### src/rtl/core/pfa_pkg.sv
package pfa_pkg;

    // Storage geometry. The index and size fields have fixed widths on the ports.
    localparam int NUM_BLOCKS = 8;
    localparam int SIZE_BITS  = 16;
    localparam int IDX_BITS   = 3;
    localparam int CNT_BITS   = 4;

    // Configuration port geometry.
    localparam int CFG_IDX_BITS  = 2;
    localparam int CFG_DATA_BITS = 4;

    // Configuration register indexes.
    localparam logic [CFG_IDX_BITS-1:0] CFG_FIT_POLICY    = 2'd0;
    localparam logic [CFG_IDX_BITS-1:0] CFG_BLOCKS_IN_USE = 2'd1;

    // Fit rules. The unused code behaves as first fit.
    localparam logic [1:0] FIT_FIRST = 2'd0;
    localparam logic [1:0] FIT_BEST  = 2'd1;
    localparam logic [1:0] FIT_WORST = 2'd2;

    // Operations carried by an input item.
    localparam logic OP_LOAD  = 1'b0;
    localparam logic OP_ALLOC = 1'b1;

    // Result status codes.
    localparam logic [1:0] ST_ALLOC  = 2'd0;
    localparam logic [1:0] ST_NOFIT  = 2'd1;
    localparam logic [1:0] ST_LOADED = 2'd2;

    // Reset values of the configuration registers.
    localparam logic [1:0]          RST_FIT_POLICY    = FIT_FIRST;
    localparam logic [CNT_BITS-1:0] RST_BLOCKS_IN_USE = 4'd8;

    typedef enum logic [1:0] {
        S_IDLE,
        S_LOAD,
        S_SCAN,
        S_DONE
    } t_state;

endpackage

### src/rtl/core/pfa_ifs.sv
interface pfa_item_if;
    logic                           valid;
    logic                           ready;
    logic                           op;
    logic [pfa_pkg::IDX_BITS-1:0]   block_index;
    logic [pfa_pkg::SIZE_BITS-1:0]  size_value;

    modport source (output valid, op, block_index, size_value, input ready);
    modport sink   (input valid, op, block_index, size_value, output ready);
endinterface

interface pfa_res_if;
    logic                           valid;
    logic                           ready;
    logic [1:0]                     status;
    logic [pfa_pkg::IDX_BITS-1:0]   chosen_block;
    logic [pfa_pkg::SIZE_BITS-1:0]  size_before;
    logic [pfa_pkg::SIZE_BITS-1:0]  space_left;

    modport source (output valid, status, chosen_block, size_before, space_left,
                    input ready);
    modport sink   (input valid, status, chosen_block, size_before, space_left,
                    output ready);
endinterface

interface pfa_cfg_if;
    logic                               valid;
    logic                               ready;
    logic [pfa_pkg::CFG_IDX_BITS-1:0]   index;
    logic [pfa_pkg::CFG_DATA_BITS-1:0]  data;

    modport source (output valid, index, data, input ready);
    modport sink   (input valid, index, data, output ready);
endinterface

### src/rtl/core/partition_fit_allocator_core.sv
// Sequencing: a load item passes through S_LOAD and S_DONE after acceptance; an allocate
// item passes through S_SCAN, which issues one read of the space memory per cycle over the
// searched partitions (at most eight, none with a search count of zero), then S_DONE, which
// holds the result until the output register is free. Throughput: one item at a time; the next
// item is taken as soon as the result is handed to the output register. Reset (synchronous,
// active low) clears all free space through per-entry valid bits at once, with no clearing pass.
module partition_fit_allocator_core (
    input  logic        i_clk,
    input  logic        i_rst_n,
    pfa_item_if.sink    i_item,
    pfa_res_if.source   o_res,
    pfa_cfg_if.sink     i_cfg
);

    // Free space memory: one synchronous read port with registered data and one
    // write port. An entry whose valid bit is clear reads as zero free space.
    logic [pfa_pkg::SIZE_BITS-1:0]  r_mem [pfa_pkg::NUM_BLOCKS];
    logic [pfa_pkg::NUM_BLOCKS-1:0] r_vld;
    logic [pfa_pkg::SIZE_BITS-1:0]  r_mem_q;
    logic                           r_vld_q;

    logic                           rd_en;
    logic [pfa_pkg::IDX_BITS-1:0]   rd_addr;
    logic                           wr_en;
    logic [pfa_pkg::IDX_BITS-1:0]   wr_addr;
    logic [pfa_pkg::SIZE_BITS-1:0]  wr_data;

    // Configuration registers.
    logic [1:0]                     r_fit_policy;
    logic [pfa_pkg::CNT_BITS-1:0]   r_blocks_in_use;
    logic [pfa_pkg::CNT_BITS-1:0]   search_lim;

    // Sequencer state.
    pfa_pkg::t_state                r_state, n_state;
    logic                           r_op, n_op;
    logic [pfa_pkg::SIZE_BITS-1:0]  r_req, n_req;
    logic [pfa_pkg::CNT_BITS-1:0]   r_issue, n_issue;
    logic                           r_cmp_pend, n_cmp_pend;
    logic [pfa_pkg::IDX_BITS-1:0]   r_cmp_idx, n_cmp_idx;
    logic                           r_found, n_found;
    logic [pfa_pkg::IDX_BITS-1:0]   r_sel_idx, n_sel_idx;
    logic [pfa_pkg::SIZE_BITS-1:0]  r_sel_space, n_sel_space;

    // Output register.
    logic                           r_out_valid, n_out_valid;
    logic [1:0]                     r_out_status, n_out_status;
    logic [pfa_pkg::IDX_BITS-1:0]   r_out_block, n_out_block;
    logic [pfa_pkg::SIZE_BITS-1:0]  r_out_before, n_out_before;
    logic [pfa_pkg::SIZE_BITS-1:0]  r_out_left, n_out_left;

    logic                           item_fire;
    logic                           out_free;
    logic [pfa_pkg::SIZE_BITS-1:0]  rd_space;
    logic                           fits;
    logic                           take;

    // Configuration writes are always taken. Unknown indexes are ignored.
    assign i_cfg.ready = 1'b1;

    always_ff @(posedge i_clk) begin
        if (!i_rst_n) begin
            r_fit_policy    <= pfa_pkg::RST_FIT_POLICY;
            r_blocks_in_use <= pfa_pkg::RST_BLOCKS_IN_USE;
        end else if (i_cfg.valid) begin
            case (i_cfg.index)
                pfa_pkg::CFG_FIT_POLICY:    r_fit_policy    <= i_cfg.data[1:0];
                pfa_pkg::CFG_BLOCKS_IN_USE: r_blocks_in_use <= i_cfg.data;
                default: ;
            endcase
        end
    end

    // A search count above the number of partitions saturates.
    assign search_lim = (r_blocks_in_use > pfa_pkg::CNT_BITS'(pfa_pkg::NUM_BLOCKS))
                      ? pfa_pkg::CNT_BITS'(pfa_pkg::NUM_BLOCKS) : r_blocks_in_use;

    // Memory array and its registered read.
    always_ff @(posedge i_clk) begin
        if (wr_en) begin
            r_mem[wr_addr] <= wr_data;
        end
        if (rd_en) begin
            r_mem_q <= r_mem[rd_addr];
        end
    end

    always_ff @(posedge i_clk) begin
        if (!i_rst_n) begin
            r_vld   <= '0;
            r_vld_q <= 1'b0;
        end else begin
            if (wr_en) begin
                r_vld[wr_addr] <= 1'b1;
            end
            if (rd_en) begin
                r_vld_q <= r_vld[rd_addr];
            end
        end
    end

    assign rd_space = r_vld_q ? r_mem_q : '0;

    // Fit test on the entry whose read data arrives in this cycle. A zero request
    // fits every searched partition. Best fit and worst fit let a later equal entry
    // replace the current pick, which sends ties to the highest index.
    assign fits = (rd_space >= r_req);

    always_comb begin
        case (r_fit_policy)
            pfa_pkg::FIT_BEST:  take = !r_found || (rd_space <= r_sel_space);
            pfa_pkg::FIT_WORST: take = !r_found || (rd_space >= r_sel_space);
            default:            take = !r_found;
        endcase
    end

    assign item_fire    = i_item.valid && i_item.ready;
    assign out_free     = !r_out_valid || o_res.ready;
    assign i_item.ready = (r_state == pfa_pkg::S_IDLE);

    // Sequencer. A load item reads the old free space, then writes the new value.
    // An allocate item issues one read per cycle over the searched partitions,
    // judges each one as its data returns, and in the final state writes back the
    // reduced free space of the chosen partition, if one fits, while it fills the output register.
    always_comb begin
        n_state      = r_state;
        n_op         = r_op;
        n_req        = r_req;
        n_issue      = r_issue;
        n_cmp_pend   = 1'b0;
        n_cmp_idx    = r_cmp_idx;
        n_found      = r_found;
        n_sel_idx    = r_sel_idx;
        n_sel_space  = r_sel_space;
        n_out_valid  = r_out_valid && !o_res.ready;
        n_out_status = r_out_status;
        n_out_block  = r_out_block;
        n_out_before = r_out_before;
        n_out_left   = r_out_left;
        rd_en        = 1'b0;
        rd_addr      = r_issue[pfa_pkg::IDX_BITS-1:0];
        wr_en        = 1'b0;
        wr_addr      = r_sel_idx;
        wr_data      = r_req;

        case (r_state)
            pfa_pkg::S_IDLE: begin
                if (item_fire) begin
                    n_op      = i_item.op;
                    n_req     = i_item.size_value;
                    n_found   = 1'b0;
                    n_issue   = '0;
                    n_sel_idx = i_item.block_index;
                    if (i_item.op == pfa_pkg::OP_LOAD) begin
                        rd_en   = 1'b1;
                        rd_addr = i_item.block_index;
                        n_state = pfa_pkg::S_LOAD;
                    end else begin
                        n_state = pfa_pkg::S_SCAN;
                    end
                end
            end
            pfa_pkg::S_LOAD: begin
                n_sel_space = rd_space;
                n_state     = pfa_pkg::S_DONE;
            end
            pfa_pkg::S_SCAN: begin
                if (r_issue < search_lim) begin
                    rd_en      = 1'b1;
                    n_cmp_pend = 1'b1;
                    n_cmp_idx  = r_issue[pfa_pkg::IDX_BITS-1:0];
                    n_issue    = r_issue + pfa_pkg::CNT_BITS'(1);
                end else if (!r_cmp_pend) begin
                    n_state = pfa_pkg::S_DONE;
                end
                if (r_cmp_pend && fits && take) begin
                    n_found     = 1'b1;
                    n_sel_idx   = r_cmp_idx;
                    n_sel_space = rd_space;
                end
            end
            pfa_pkg::S_DONE: begin
                if (out_free) begin
                    n_out_valid = 1'b1;
                    n_state     = pfa_pkg::S_IDLE;
                    if (r_op == pfa_pkg::OP_LOAD) begin
                        wr_en        = 1'b1;
                        wr_data      = r_req;
                        n_out_status = pfa_pkg::ST_LOADED;
                        n_out_block  = r_sel_idx;
                        n_out_before = r_sel_space;
                        n_out_left   = r_req;
                    end else if (r_found) begin
                        wr_en        = 1'b1;
                        wr_data      = r_sel_space - r_req;
                        n_out_status = pfa_pkg::ST_ALLOC;
                        n_out_block  = r_sel_idx;
                        n_out_before = r_sel_space;
                        n_out_left   = r_sel_space - r_req;
                    end else begin
                        n_out_status = pfa_pkg::ST_NOFIT;
                        n_out_block  = '0;
                        n_out_before = '0;
                        n_out_left   = '0;
                    end
                end
            end
            default: begin
                n_state = pfa_pkg::S_IDLE;
            end
        endcase
    end

    always_ff @(posedge i_clk) begin
        if (!i_rst_n) begin
            r_state     <= pfa_pkg::S_IDLE;
            r_cmp_pend  <= 1'b0;
            r_found     <= 1'b0;
            r_issue     <= '0;
            r_out_valid <= 1'b0;
        end else begin
            r_state     <= n_state;
            r_cmp_pend  <= n_cmp_pend;
            r_found     <= n_found;
            r_issue     <= n_issue;
            r_out_valid <= n_out_valid;
        end
    end

    always_ff @(posedge i_clk) begin
        r_op         <= n_op;
        r_req        <= n_req;
        r_cmp_idx    <= n_cmp_idx;
        r_sel_idx    <= n_sel_idx;
        r_sel_space  <= n_sel_space;
        r_out_status <= n_out_status;
        r_out_block  <= n_out_block;
        r_out_before <= n_out_before;
        r_out_left   <= n_out_left;
    end

    assign o_res.valid        = r_out_valid;
    assign o_res.status       = r_out_status;
    assign o_res.chosen_block = r_out_block;
    assign o_res.size_before  = r_out_before;
    assign o_res.space_left   = r_out_left;

`ifndef NO_ASSERTIONS
    // A new result is only produced by the final state of the sequencer.
    a_out_from_done: assert property (@(posedge i_clk) disable iff (!i_rst_n)
        $rose(o_res.valid) |-> $past(r_state) == pfa_pkg::S_DONE)
        else $error("result appeared without passing the final state");

    // A no-fit result carries all zero fields.
    a_nofit_zero: assert property (@(posedge i_clk) disable iff (!i_rst_n)
        (o_res.valid && o_res.status == pfa_pkg::ST_NOFIT) |->
        (o_res.chosen_block == '0 && o_res.size_before == '0 && o_res.space_left == '0))
        else $error("no-fit result with nonzero fields");

    // An allocation never grows a partition's free space.
    a_alloc_shrinks: assert property (@(posedge i_clk) disable iff (!i_rst_n)
        (o_res.valid && o_res.status == pfa_pkg::ST_ALLOC) |->
        (o_res.space_left <= o_res.size_before))
        else $error("allocation left more space than before");

    // The scan never runs past the searched partitions.
    a_scan_bound: assert property (@(posedge i_clk) disable iff (!i_rst_n)
        (r_state == pfa_pkg::S_SCAN) |-> (r_issue <= search_lim))
        else $error("scan index past search limit");

    // Read data is only judged during the scan.
    a_cmp_in_scan: assert property (@(posedge i_clk) disable iff (!i_rst_n)
        r_cmp_pend |-> (r_state == pfa_pkg::S_SCAN))
        else $error("compare pending outside the scan");
`endif

endmodule
### src/flat_wrapper.sv
// flat-port wrapper written by rule: the top's interface ports become plain ports
module partition_fit_allocator_core_flat 
  (i_clk, i_rst_n, i_item_valid, i_item_op, i_item_block_index, i_item_size_value, i_item_ready, o_res_valid, o_res_status, o_res_chosen_block, o_res_size_before, o_res_space_left, o_res_ready, i_cfg_valid, i_cfg_index, i_cfg_data, i_cfg_ready);
  pfa_item_if i_item_i ();
  pfa_res_if o_res_i ();
  pfa_cfg_if i_cfg_i ();
  input  logic i_clk;
  input  logic i_rst_n;
  input wire logic [$bits(i_item_i.valid)-1:0] i_item_valid;
  input wire logic [$bits(i_item_i.op)-1:0] i_item_op;
  input wire logic [$bits(i_item_i.block_index)-1:0] i_item_block_index;
  input wire logic [$bits(i_item_i.size_value)-1:0] i_item_size_value;
  output wire logic [$bits(i_item_i.ready)-1:0] i_item_ready;
  output wire logic [$bits(o_res_i.valid)-1:0] o_res_valid;
  output wire logic [$bits(o_res_i.status)-1:0] o_res_status;
  output wire logic [$bits(o_res_i.chosen_block)-1:0] o_res_chosen_block;
  output wire logic [$bits(o_res_i.size_before)-1:0] o_res_size_before;
  output wire logic [$bits(o_res_i.space_left)-1:0] o_res_space_left;
  input wire logic [$bits(o_res_i.ready)-1:0] o_res_ready;
  input wire logic [$bits(i_cfg_i.valid)-1:0] i_cfg_valid;
  input wire logic [$bits(i_cfg_i.index)-1:0] i_cfg_index;
  input wire logic [$bits(i_cfg_i.data)-1:0] i_cfg_data;
  output wire logic [$bits(i_cfg_i.ready)-1:0] i_cfg_ready;
  assign i_item_i.valid = i_item_valid;
  assign i_item_i.op = i_item_op;
  assign i_item_i.block_index = i_item_block_index;
  assign i_item_i.size_value = i_item_size_value;
  assign i_item_ready = i_item_i.ready;
  assign o_res_valid = o_res_i.valid;
  assign o_res_status = o_res_i.status;
  assign o_res_chosen_block = o_res_i.chosen_block;
  assign o_res_size_before = o_res_i.size_before;
  assign o_res_space_left = o_res_i.space_left;
  assign o_res_i.ready = o_res_ready;
  assign i_cfg_i.valid = i_cfg_valid;
  assign i_cfg_i.index = i_cfg_index;
  assign i_cfg_i.data = i_cfg_data;
  assign i_cfg_ready = i_cfg_i.ready;
  partition_fit_allocator_core u_core (.i_clk(i_clk), .i_rst_n(i_rst_n), .i_item(i_item_i), .o_res(o_res_i), .i_cfg(i_cfg_i));
endmodule
### config.mk
export PLATFORM = sky130hd
export DESIGN_NAME = partition_fit_allocator_core_flat
export DESIGN_NICKNAME = d
export VERILOG_FILES = /design/src/rtl/core/pfa_pkg.sv /design/src/rtl/core/pfa_ifs.sv /design/src/rtl/core/partition_fit_allocator_core.sv /design/src/flat_wrapper.sv
export SDC_FILE = /design/constraint.sdc
export NUM_CORES = 1
export LEC_CHECK = 0
export ABC_AREA = 1
export BUFFER_PORTS_ARGS = -buffer_cell sky130_fd_sc_hd__buf_2
export CAP_MARGIN = 30
export CELL_PAD_IN_SITES_DETAIL_PLACEMENT = 1
export CELL_PAD_IN_SITES_GLOBAL_PLACEMENT = 1
export CORE_ASPECT_RATIO = 0.9
export CORE_MARGIN = 1.5
export CORE_UTILIZATION = 45
export DETAILED_ROUTE_END_ITERATION = 12
export GPL_TIMING_DRIVEN = 0
export PLACE_DENSITY = 0.83
export SLEW_MARGIN = 20
export SYNTH_ARGS = -nofsm -noshare
export SYNTH_HDL_FRONTEND = slang
export SYNTH_SLANG_ARGS = --single-unit
### constraint.sdc
create_clock -name i_clk -period 4.7 [get_ports i_clk]
set_clock_uncertainty 0.1 [all_clocks]
set_input_delay 0.47 -clock i_clk [delete_from_list [all_inputs] [get_ports i_clk]]
set_output_delay 0.47 -clock i_clk [all_outputs]
set_load 0.02 [all_outputs]
---- After elaboration in Yosys (flattened, before gate mapping) ----
Memories as Yosys holds them, arrays and structs flattened. A register that Yosys moved wholly into a read port is not among the register bits.
Index checks and enable logic that the tools add are counted.
storage, ports and cells
  RAM bits ................................ 128
  word-level logic and storage cells ...... 117
  memories kept ........................... 1
  register bits ........................... 100
  bits of input ports ..................... 31
memory list
  name          depth  bits a word  read ports  clocked after memory_dff  wr ports  line                                text
  u_core.r_mem  8      16           1           1                         1         partition_fit_allocator_core.sv:17  logic [pfa_pkg::SIZE_BITS-1:0] r_mem [pfa_pkg::NUM_BLOCKS];
cells by class
  order comparisons ....................... 8
  reductions and logical operators ........ 25
  $add $sub $neg .......................... 2
  bitwise gates (word level) .............. 1
  muxes and demuxes ....................... 50
  equality and inequality tests ........... 12
operators by type and width
  operator                                                                      count
  16-bit two-way mux                                                            10
  16-bit >= comparator                                                          2
  16-bit one-hot mux with 2 select lines                                        1
  3-bit two-way mux                                                             7
  16-bit less-or-equal comparator                                               1
  1-bit two-way mux                                                             16
  16-bit subtractor                                                             1
  2-bit AND reduction                                                           7
  4-bit two-way mux                                                             3
  2-bit two-way mux                                                             5
  3-bit by 4-bit less-than comparator with 1-bit output, second input constant  2
  8-bit bitwise OR                                                              1
  2-bit one-hot mux with 4 select lines                                         1
  4-bit one-hot mux with 2 select lines                                         1
  2-bit by 1-bit == test with 1-bit output, second input constant               3
  2-bit == test, second input constant                                          3
  2-bit by 1-bit != test with 1-bit output, second input constant               3
  2-bit != test, second input constant                                          3
  1-bit one-hot mux with 2 select lines                                         3
  3-bit one-hot mux with 2 select lines                                         1
  3-bit AND reduction                                                           2
  1-bit logical AND                                                             5
  4-bit by 1-bit adder with 4-bit output, second input constant                 1
  4-bit > comparator, second input constant                                     1
  9 further kinds                                                               15

---- Logic depth before layout (Yosys ltp) ----
Gate-level depths: netlist of the first run.
  word-level depth ........................ 7
  depth in mapped cells ................... 21
  gate-level depth less buffers ........... 20

---- Worst setup path after synthesis of the first run ----
No wires, ideal clock.
  kind .................................... register to register
  start ................................... register u_core.r_vld_q
  end ..................................... register u_core.r_sel_space[0] in the netlist's numbering, enable pin
  library setup time ...................... 414 ps
  data required time ...................... 4186 ps
  slack ................................... 1163 ps
  stages on the path, launching flop included .. 19
  clock period less this slack ............ 3537 ps
  path buffers ............................ 2
  data arrival time ....................... 3024 ps
  cells stage by stage .................... dfxtp_1 buf_6 clkbuf_1 nand2_1 inv_1 ha_1 nand2_1 inv_1 o21ai_0 nand2_1 nor2_1 nand2_1 nand2_1 nand2_1 nand2_1 nand2_1 nand2_1 nand2_1 a21boi_0
on the way
  cells in the longest elaborated chain, start to end .. 7
  elaborated cells on any way between the ends .. 11
  classes of those cells .................. order compare: 3; eq/ne: 1; mux: 2; reduce/logical: 5
ends and longest elaborated chain
  item                                                                            line                                                                      text
  from (decl)                                                                     partition_fit_allocator_core.sv:20                                        logic r_vld_q;
  from (signal assigned)                                                          partition_fit_allocator_core.sv:96                                        r_vld_q <= r_vld[rd_addr];
  16-bit two-way mux *                                                            partition_fit_allocator_core.sv:101                                       assign rd_space = r_vld_q ? r_mem_q : '0;
  16-bit >= comparator / 16-bit less-or-equal comparator (equally long branches)  partition_fit_allocator_core.sv:111, partition_fit_allocator_core.sv:110
  1-bit logical OR (on tied branches)                                             partition_fit_allocator_core.sv:111, partition_fit_allocator_core.sv:110
  1-bit one-hot mux with 2 select lines                                           partition_fit_allocator_core.sv:109                                       case (r_fit_policy)
  1-bit logical AND *                                                             partition_fit_allocator_core.sv:175                                       if (r_cmp_pend && fits && take) begin
  2-bit by 1-bit != test with 1-bit output (no line) *                            --
  2-bit AND reduction (no line) *                                                 --
  to (signal assigned)                                                            partition_fit_allocator_core.sv:234                                       r_sel_space <= n_sel_space;
  to (decl)                                                                       partition_fit_allocator_core.sv:42                                        logic [pfa_pkg::SIZE_BITS-1:0] r_sel_space, n_sel_space;
Every way passes the cells marked *; elsewhere a longest branch is shown, timed or not.
A chain may end at the register's enable or synchronous reset.

---- Worst setup path in the final report of the first run ----
  start ................................... register u_core.r_vld_q
  end ..................................... register u_core.r_sel_space[10] in the netlist's numbering, enable pin
Same word-level chain as after synthesis.

==> impl_metrics.py, run 1 <==
metrics = {
    "global_route": {
        "use_met2": 0.4392,
        "top_usage_layer": "met2",
        "grt_pass1_wl_um": 48800,
        "use_met3": 0.03204,
        "grt_use_met1": 0.3195,
        "grt_overflow": 0,
        "antenna_found_initial": 1,
        "grt_start_max_net_pins": 29,
        "first_global_vias": 8785,
        "grtUsageTotal": 0.2487,
    },
    "clock_tree": {
        "clock_sinks": 244,
        "clkTransAtPathRegs_ns": 0.06,
        "cts_made_buffers": 25,
        "clockRootBuffer": "clkbuf_16",
        "insertion_delay_ns": 0.53,
        "htreeDepth": 1,
        "cts_resized": 0,
        "cts.path.max_buffers": 3,
        "cts_tree": "done",
    },
    "timing": {
        "layout_setup_ws_ns": 1.244,
        "slew_violations": 0,
        "finalHoldViolCount": 0,
        "setup_viol": 0,
        "rsz0062_at_grt": "no",
        "fin_crit_ns": 3.456,
        "worst_pin_slew_ns": 1.066,
        "setup_tns_ns": 0,
        "min_period_over_period": 0.7354,
        "hold_slack_ns": 0.01704,
        "relSlewSlack": 0.2821,
        "max_freq_mhz": 289.3,
    },
    "hold_path": {
        "hold_class": "in -> reg",
    },
    "finish": {
        "drive_above_1_share": 0.1559,
        "finalNonFillerCells": 1443,
        "nets": 1204,
        "final_util": 0.5264,
        "multi_input_area_um2": 3433,
        "final_cell_mix": "edfxtp_1, nand2_1, nor2_1",
        "final_common_cell": "edfxtp_1",
        "diodes": 0,
        "register_area_um2": 7087,
        "fill_cells": 2608,
        "syn_to_final_growth_pct": 14.99,
        "final_cell_area_um2": 12730,
    },
    "drt": {
        "drtAntennaViolNets": 0,
        "wl_per_cell_um": 21.56,
        "vias": 8104,
        "wl_um": 31110,
        "via_per_inst": 5.616,
        "drt_first_pass_iters": 4,
        "drc_errors": 0,
        "drt_iter0_markers": 687,
    },
    "synthesis": {
        "synth_nets": 1096,
        "syn_area_um2": 11070,
        "ys_seq_area_frac": 0.6400,
        "yosysUniqueCellTypes": 43,
        "yosys_most_used_dff": "edfxtp_1",
        "synth.top_cells.by_area": "edfxtp_1, ha_1, nor2_1",
        "ys_seq_elements": 244,
        "avgSynthCellArea_um2": 10.95,
        "async_reset_ff_frac": 0,
        "synth-edff-count": 220,
        "synth_top_area_cell": "edfxtp_1",
        "synth.top_cell.area_share": 0.5966,
        "syn_inst": 1011,
        "yosys_warnings": 0,
    },
    "power_and_ir_drop": {
        "p_comb_frac": 0.403,
        "intPower_mw": 4.924,
        "cellLeakagePower_nw": 5.087,
        "pwr-share-clk": 0.224,
        "switching_share": 0.4032,
        "finalPower_mw": 8.250,
        "ir_drop_v": 0.0003152,
        "seqPwrFrac": 0.373,
        "powerDensity_nw_per_um2": 647.9,
        "p_sw_mw": 3.326,
    },
    "place": {
        "place_congestion": 0.8657,
        "hpwl_um": 22690,
        "dp_cells": 1398,
        "numPortBuffers": 68,
        "placed_area_um2": 11980,
        "pre_cts_ws_ns": 1.315,
    },
    "worst_setup_path": {
        "cp.arrival_ns": 3.58,
        "crit_required_ns": 4.82,
        "critPathKind": "reg -> reg",
        "cp-start-kind": "flip-flop",
        "rrSetupSlack_ns": 1.24,
        "worstPathMaxFanout": 13,
        "endpoint_kind": "flip-flop",
    },
    "job": {
        "maxCapViolations": 0,
    },
    "floorplan": {
        "fp.dieW_um": 168.4,
        "die_y_um": 151.8,
        "coreArea_um2": 24190,
        "die_area_um2": 25560,
        "num_io_pins": 71,
        "start_util": 0.4578,
        "row_count": 54,
    },
    "status": {
        "status": "completed",
    },
}
==> path summary, 6_finish.rpt <==
path | from | end | depth (start not counted)
worst min-delay path | i_item_size_value[6] | u_core.r_req[6] | 1
worst max-delay path | u_core.r_vld_q | u_core.r_sel_space[10] | 19
worst min register to register | u_core.r_fit_policy[0] | u_core.r_fit_policy[0] | 2
worst max register to register | u_core.r_vld_q | u_core.r_sel_space[10] | 19
==> kinds of logic after synthesis <==
group,after synthesis,synth area share
simple gates,335,0.1230
flops,244,0.6400
compound gates,235,0.1218
buf+inv,142,0.05311
fa+ha+maj,54,0.06170
other cells,1,0.0003387
==> routing by layer <==
metal  share of wire  wire length, µm  up-vias
li1                -                -     3755
met1            0.41            12770     4025
met2            0.51            15850      265
met3           0.055             1710       57
met4           0.025              782        2
met5         0.00022                7        -
==> sequential cells by signal, summed over array words and instances, names as in the netlist, 2 cells and up <==
signal / count
u_core.o_res.chosen_block: 3
u_core.o_res.size_before: 16
u_core.o_res.space_left: 16
u_core.o_res.status: 2
u_core.r_blocks_in_use: 4
u_core.r_cmp_idx: 3
u_core.r_fit_policy: 2
u_core.r_issue: 4
u_core.r_mem: 128
u_core.r_mem_q: 16
u_core.r_req: 16
u_core.r_sel_idx: 3
u_core.r_sel_space: 16
u_core.r_state: 2
u_core.r_vld: 8
==> final cells by class <==
| class | count | area share |
|---|---|---|
| buffer | 35 | 0.01454 |
| clock buffer | 30 | 0.05060 |
| clock inverter | 13 | 0.007271 |
| inverter | 107 | 0.03164 |
| multi-input combinational | 625 | 0.2696 |
| sequential | 244 | 0.5565 |
| tap | 308 | 0.03026 |
| timing repair buffer | 81 | 0.03950 |
==> power by group through the flow <==
stage | clock network [mW] | logic, mW | registers (mW)
floorplan | 0 | 2.09 | 3.12
global placement | 0 | 2.99 | 3.12
detailed placement | 0 | 3.27 | 3.12
CTS | 1.87 | 3.30 | 3.08
global route | 1.94 | 3.65 | 3.11
finish | 1.85 | 3.32 | 3.08
==> synthesized netlist by cell type (all sizes together), types with 3 or more instances <==
library cell	instances
a21o	4
a21oi	45
a221oi	3
buf	17
clkbuf	18
dfxtp	24
edfxtp	220
ha	53
inv	106
nand2	149
nand3	19
nand4	5
nor2	153
nor3	5
o21ai	126
o22ai	47
==> worst max-delay path, stage by stage (launching register included) <==
cell and delay (ns):
dfxtp_1 0.33, buf_6 0.15, clkbuf_1 0.38, nand2_1 0.16
inv_1 0.15, ha_1 0.25, nand2_1 0.08, inv_1 0.05
o21ai_0 0.08, nand2_1 0.07, nor2_1 0.26, nand2_1 0.12
nand2_1 0.09, nand2_1 0.06, nand2_1 0.09, nand2_1 0.06
nand2_1 0.05, nand2_1 0.07, a21boi_2 0.27, buf_6 0.23
==> repair_timing <==
item | CTS | global route
setup buffers | 0 | 0
hold endpoints to repair | 1 | 0
hold buffers | 1 | 0
Power figures use the tool's default switching activity.
==> run 2: changes to the inputs <==
ABC_AREA = 0   (was 1)
clock period = 3 ns   (was 4.7 ns; I/O delays follow)
==> run 2 against run 1 <==
  * Sequential share of layout area fell by 2.0 points
  * Total power rose by 45%
  * Fmax rose by 18%
  * Die area fell by 0.27%
  * Clock power rose by 56%
  * Non-clock buffer count rose by 11
  * Area after synthesis fell by 0.27%
  * Hold slack improved by 0.0065 ns
  * Clock-buffer cell count rose by 1
  * Final area rose by 3.8%
  * Sequential power rose by 54%
  * Largest power group is now registers
  * Highest routed layer is now met4
==> impl_metrics.py, run 2 <==
metrics = {
    "status": {
        "status": "completed",
    },
    "place": {
        "hpwl_um": 20660,
        "place_congestion": 0.8949,
        "numPortBuffers": 69,
        "dp_cells": 1139,
    },
    "worst_setup_path": {
        "crit_top_cell": "clkbuf_2",
        "rr_worst_depth": 7,
        "cp-start-kind": "flip-flop",
        "slowest_stage": "o21ai_2",
        "worstPathMaxFanout": 31,
        "rrSetupSlack_ns": 0.07,
        "r2r-start": "u_core.r_state[1]",
        "cp.arrival_ns": 3.12,
        "endpoint_kind": "flip-flop",
        "cp_cell_sequence": "ha_1, nor2b_1, clkbuf_2, buf_12, nand3_1, clkbuf_2, o21ai_2",
        "critPathKind": "reg -> reg",
        "r2r-end": "u_core.r_mem[7][9]",
        "crit_required_ns": 3.19,
        "critical_path.max_stage_delay_ns": 0.47,
    },
    "floorplan": {
        "fp.dieW_um": 168.1,
        "die_area_um2": 25490,
        "coreArea_um2": 24190,
        "row_count": 54,
        "die_y_um": 151.6,
        "num_io_pins": 71,
        "start_util": 0.4565,
    },
    "drt": {
        "wl_per_cell_um": 24.73,
        "drc_errors": 0,
        "vias": 6962,
        "drt_iter0_markers": 523,
        "drt_first_pass_iters": 5,
        "drtAntennaViolNets": 0,
        "via_per_inst": 5.749,
        "wl_um": 29950,
    },
    "clock_tree": {
        "clockRootBuffer": "clkbuf_16",
        "cts_tree": "done",
        "cts_made_buffers": 25,
        "cts.path.max_buffers": 3,
        "insertion_delay_ns": 0.54,
        "htreeDepth": 1,
        "clock_sinks": 244,
        "clkTransAtPathRegs_ns": 0.07,
    },
    "synthesis": {
        "yosysUniqueCellTypes": 61,
        "avgSynthCellArea_um2": 14.70,
        "synth.top_cell.area_share": 0.5982,
        "synth_nets": 836,
        "syn_area_um2": 11040,
        "syn_inst": 751,
        "synthMostInstantiatedCell": "edfxtp_1",
        "yosys_most_used_dff": "edfxtp_1",
        "async_reset_ff_frac": 0,
        "synth.top_cells.by_area": "edfxtp_1, ha_1, mux4_1",
        "synthTopCellsByCount": "edfxtp_1, nor2_1, ha_1",
        "synth-edff-count": 220,
        "synth_top_area_cell": "edfxtp_1",
        "yosys_warnings": 0,
        "ys_seq_elements": 244,
        "ys_seq_area_frac": 0.6417,
    },
    "hold_path": {
        "hp-start": "i_item_block_index[1]",
        "hold_end": "u_core.r_sel_idx[1]",
        "hold_class": "in -> reg",
        "whs_path_depth": 2,
    },
    "timing": {
        "setup_viol": 0,
        "slew_violations": 0,
        "worst_pin_slew_ns": 0.9016,
        "fin_crit_ns": 2.927,
        "relSlewSlack": 0.3983,
        "min_period_over_period": 0.9757,
        "finalHoldViolCount": 0,
        "max_freq_mhz": 341.6,
        "rsz0062_at_grt": "yes",
        "hold_slack_ns": 0.02351,
    },
    "power_and_ir_drop": {
        "cellLeakagePower_nw": 5.002,
        "powerDensity_nw_per_um2": 907.2,
        "finalPower_mw": 11.99,
        "ir_drop_v": 0.0004811,
    },
    "finish": {
        "final_common_cell": "edfxtp_1",
        "diodes": 0,
        "nets": 970,
        "drive_above_1_share": 0.2159,
        "syn_to_final_growth_pct": 19.63,
        "fill_cells": 2349,
        "largest_register_ffs": 128,
        "regMostFlops": "u_core.r_mem",
        "finalNonFillerCells": 1211,
        "final_cell_mix": "edfxtp_1, buf_2, nor2_1",
    },
    "job": {
        "maxCapViolations": 0,
    },
    "global_route": {
        "first_global_vias": 7309,
        "grt_pass1_wl_um": 44020,
        "grt_overflow": 0,
        "antenna_found_initial": 0,
        "grt_start_max_net_pins": 32,
        "grtUsageTotal": 0.2359,
    },
}
[run 2: how the worst max path moves through the flow]
| stage | startpoint | to | depth (start not counted) |
|---|---|---|---|
| after floorplan | u_core.o_res.valid | u_core.r_mem[6][0] | 5 |
| after global routing | u_core.r_state[1] | u_core.r_mem[4][6] | 7 |
| final | u_core.r_state[1] | u_core.r_mem[7][9] | 7 |
| after CTS | u_core.r_sel_space[0] | u_core.r_mem[1][8] | 10 |
| after detailed placement | u_core.r_vld_q | u_core.r_sel_space[9] | 11 |
| after global placement | u_core.r_state[1] | u_core.r_mem[2][6] | 5 |
[run 2: timing repair]
| item | in CTS | in global routing |
|---|---|---|
| hold buffers | 23 | 0 |
| pin swaps | 0 | 3 |
| endpoints found under the setup margin | 124 | 162 |
| hold endpoints to repair | 28 | 0 |
| setup buffers | 3 | 2 |
| gates resized for setup | 28 | 26 |
[run 2: layout make-up]
class / instances / area, µm² / share of cell area
buffer: 19 / 111.4 / 0.008429
timing repair buffer: 108 / 810.8 / 0.06137
multi-input combinational: 441 / 3914 / 0.2962
sequential: 244 / 7088 / 0.5365
clock buffer: 31 / 648.1 / 0.04906
tap: 308 / 385.4 / 0.02917
clock inverter: 14 / 81.33 / 0.006156
inverter: 46 / 172.7 / 0.01307
[run 2: where the power goes]
group          leakage (nW)  internal, mW  switching [mW]
Clock                 0.352          1.54            1.34
Sequential             2.21          4.45           0.283
Combinational          2.44          1.67            2.71
Total                  5.00          7.66            4.33
[run 2: cell families (layout without fill, tap and decap cells)]
family          Yosys count  in the layout  share of synthesized area
flops                   244            244                     0.6417
simple gates            183            183                    0.08124
compound gates          122            122                    0.06764
mux                      66             66                     0.1105
buf+inv                  66            218                    0.02481
fa+ha+maj                54             54                    0.06186
xor+xnor                 15             15                    0.01190
other cells               1              1                  0.0003396
[run 2: per-layer routing]
layer  wire [µm]  track usage
met5           0            0
met2       15000       0.4188
met1       12310       0.2935
met4         978      0.08527
met3        1662      0.04052
[run 2: worst max-delay path, delay by kind of cell, from the launching register on]
| family | cells | cell delay, ns |
|---|---|---|
| AOI/OAI and AO/OA | 1 | 0.47 |
| adders and majority gates | 1 | 0.20 |
| buffers and inverters | 3 | 1.08 |
| DFF | 1 | 0.36 |
| and+or+nand+nor | 2 | 0.43 |
[run 2: per-stage QoR]
step	util	setup TNS [ns]	worst slack, ns	instance area [µm²]
after floorplan	-	0	0.1140	11080
after global placement	0.4884	-164.30	-0.8892	11810
after detailed placement	0.4964	-50.24	-0.7221	12010
after CTS	0.5407	-6.830	-0.1610	13080
after global routing	0.5462	-4.824	-0.1108	13210
final	0.5462	0	0.07293	13210
==> run 3: changes to the inputs <==
BUFFER_PORTS_ARGS = default   (was -buffer_cell sky130_fd_sc_hd__buf_2)
DONT_BUFFER_PORTS = 1   (was default)
PLACE_DENSITY = 0.8   (was 0.83)
SLEW_MARGIN = default   (was 20)
==> run 3 against run 2 <==
  * Via count is 0.52% lower
  * Total power is 4.4% higher
  * Fmax is 2.3% lower
  * Hold slack better by 0.099 ns
  * Critical path type unchanged
  * Flip-flop and latch count stayed put
==> impl_metrics.py, run 3 (same netlist as run 2, synthesis figures left out) <==
metrics = {
    "timing": {
        "slew_violations": 0,
        "relSlewSlack": 0.3663,
        "worst_pin_slew_ns": 0.9495,
        "finalHoldViolCount": 0,
        "setup_viol": 0,
        "setup_tns_ns": 0,
        "min_period_over_period": 0.9982,
        "max_freq_mhz": 333.9,
        "rsz0062_at_grt": "yes",
        "fin_crit_ns": 2.995,
    },
    "drt": {
        "via_per_inst": 5.976,
        "drc_errors": 0,
        "drt_iter0_markers": 450,
        "drtAntennaViolNets": 0,
        "drt_first_pass_iters": 4,
        "wl_per_cell_um": 26.29,
        "wl_um": 30470,
        "vias": 6926,
    },
    "global_route": {
        "grtUsageTotal": 0.2286,
        "antenna_found_initial": 0,
        "grt_pass1_wl_um": 42850,
        "grt_start_max_net_pins": 33,
        "top_usage_layer": "met2",
        "use_met3": 0.03273,
        "grt_use_met1": 0.2989,
        "first_global_vias": 6957,
        "use_met2": 0.4002,
        "grt_overflow": 0,
    },
    "floorplan": {
        "fp.dieW_um": 168.1,
        "coreArea_um2": 24190,
        "start_util": 0.4565,
        "die_area_um2": 25490,
        "row_count": 54,
        "num_io_pins": 71,
        "die_y_um": 151.6,
    },
    "finish": {
        "largest_register_ffs": 128,
        "diodes": 0,
        "drive_above_1_share": 0.1727,
        "nets": 916,
        "final_cell_mix": "edfxtp_1, nor2_1, ha_1",
        "regMostFlops": "u_core.r_mem",
        "final_util": 0.5452,
        "final_common_cell": "edfxtp_1",
        "final_cell_area_um2": 13190,
        "syn_to_final_growth_pct": 19.41,
    },
    "worst_setup_path": {
        "cp-startpoint": "u_core.r_found",
        "crit_required_ns": 3.14,
        "endpoint_kind": "flip-flop",
        "cp-start-kind": "flip-flop",
        "r2r-start": "u_core.r_found",
        "worstPathMaxFanout": 11,
        "critPathKind": "reg -> reg",
        "cp.arrival_ns": 3.13,
    },
    "clock_tree": {
        "insertion_delay_ns": 0.54,
        "cts_made_buffers": 26,
        "htreeDepth": 1,
        "clock_sinks": 244,
        "cts.path.max_buffers": 3,
        "clockRootBuffer": "clkbuf_16",
        "clkTransAtPathRegs_ns": 0.06,
        "cts_tree": "done",
    },
    "job": {
        "maxCapViolations": 0,
    },
    "place": {
        "placed_area_um2": 11640,
        "hpwl_um": 19730,
        "place_congestion": 0.8793,
        "numPortBuffers": 0,
    },
    "power_and_ir_drop": {
        "powerDensity_nw_per_um2": 949.1,
        "ir_drop_v": 0.0007886,
        "cellLeakagePower_nw": 4.900,
    },
    "status": {
        "status": "completed",
    },
    "hold_path": {
        "hold_class": "in -> reg",
        "hp-start": "i_item_op",
    },
}
-- run 3: changes by cell type in the layout (fill, tap and decap cells not counted), sizes merged --
| cell | delta |
|---|---|
| dlygate4sd3 | +6 |
| clkbuf | +2 |
| bufinv | +4 |
| buf | -62 |
| clkinvlp | -2 |
-- run 3: worst paths after layout --
check	to	slack, ns	depth (start not counted)
worst max-delay path	u_core.r_mem[0][10]	0.005	6
worst min register to register	u_core.r_vld[2]	0.39	2
worst min-delay path	u_core.r_vld_q	0.12	3
worst max register to register	u_core.r_mem[0][10]	0.005	6
-- run 3: stage by stage --
stage               instances  setup slack [ns]  hold slack (ns)  total power [mW]
floorplan                 751            0.1140           0.2619             7.412
global placement         1059           -0.8966           0.2656             8.351
detailed placement       1068           -0.6921           0.2733             8.600
CTS                      1147          0.004885          0.03687             12.17
global route             1159          -0.08774           0.1379             13.04
finish                   1159          0.005496           0.1229             12.51
-- run 3: routing by layer --
layer  wire length [µm]  vias up
met4                882        0
met1              12930     3575
met5                  0        -
met2              15160      240
li1                   -     3045
met3               1502       66
-- run 3: area by class of cell --
type	count	area (µm²)
Buffer	19	130.1
Sequential cell	244	7088
Clock buffer	32	693.2
Timing Repair Buffer	53	618.1
Tap cell	308	385.4
Inverter	46	172.7
Fill cell	2316	11000
Clock inverter	16	192.7
Multi-Input combinational cell	441	3906
-- run 3: timing repair --
item / 4_1_cts / 5_1_grt
pin swaps: 0 / 7
endpoints found under the setup margin: 125 / 173
gates resized for setup: 34 / 30
cloned: 0 / 1
setup buffers: 3 / 9
hold endpoints to repair: 38 / 0
hold buffers: 29 / 0
-- run 3: critical path: stages (launching register included) --
cell	delay, ns
dfxtp_1	0.30
clkbuf_1	0.39
inv_1	0.24
nand2_1	0.31
nand2_1	0.39
nor4_4	0.68
buf_8	0.26
-- run 3: report_power, final --
| part | leakage, nW | switching [mW] | internal [mW] |
|---|---|---|---|
| clock network | 0.442 | 1.37 | 1.99 |
| registers | 2.21 | 0.373 | 4.46 |
| logic | 2.25 | 2.61 | 1.71 |
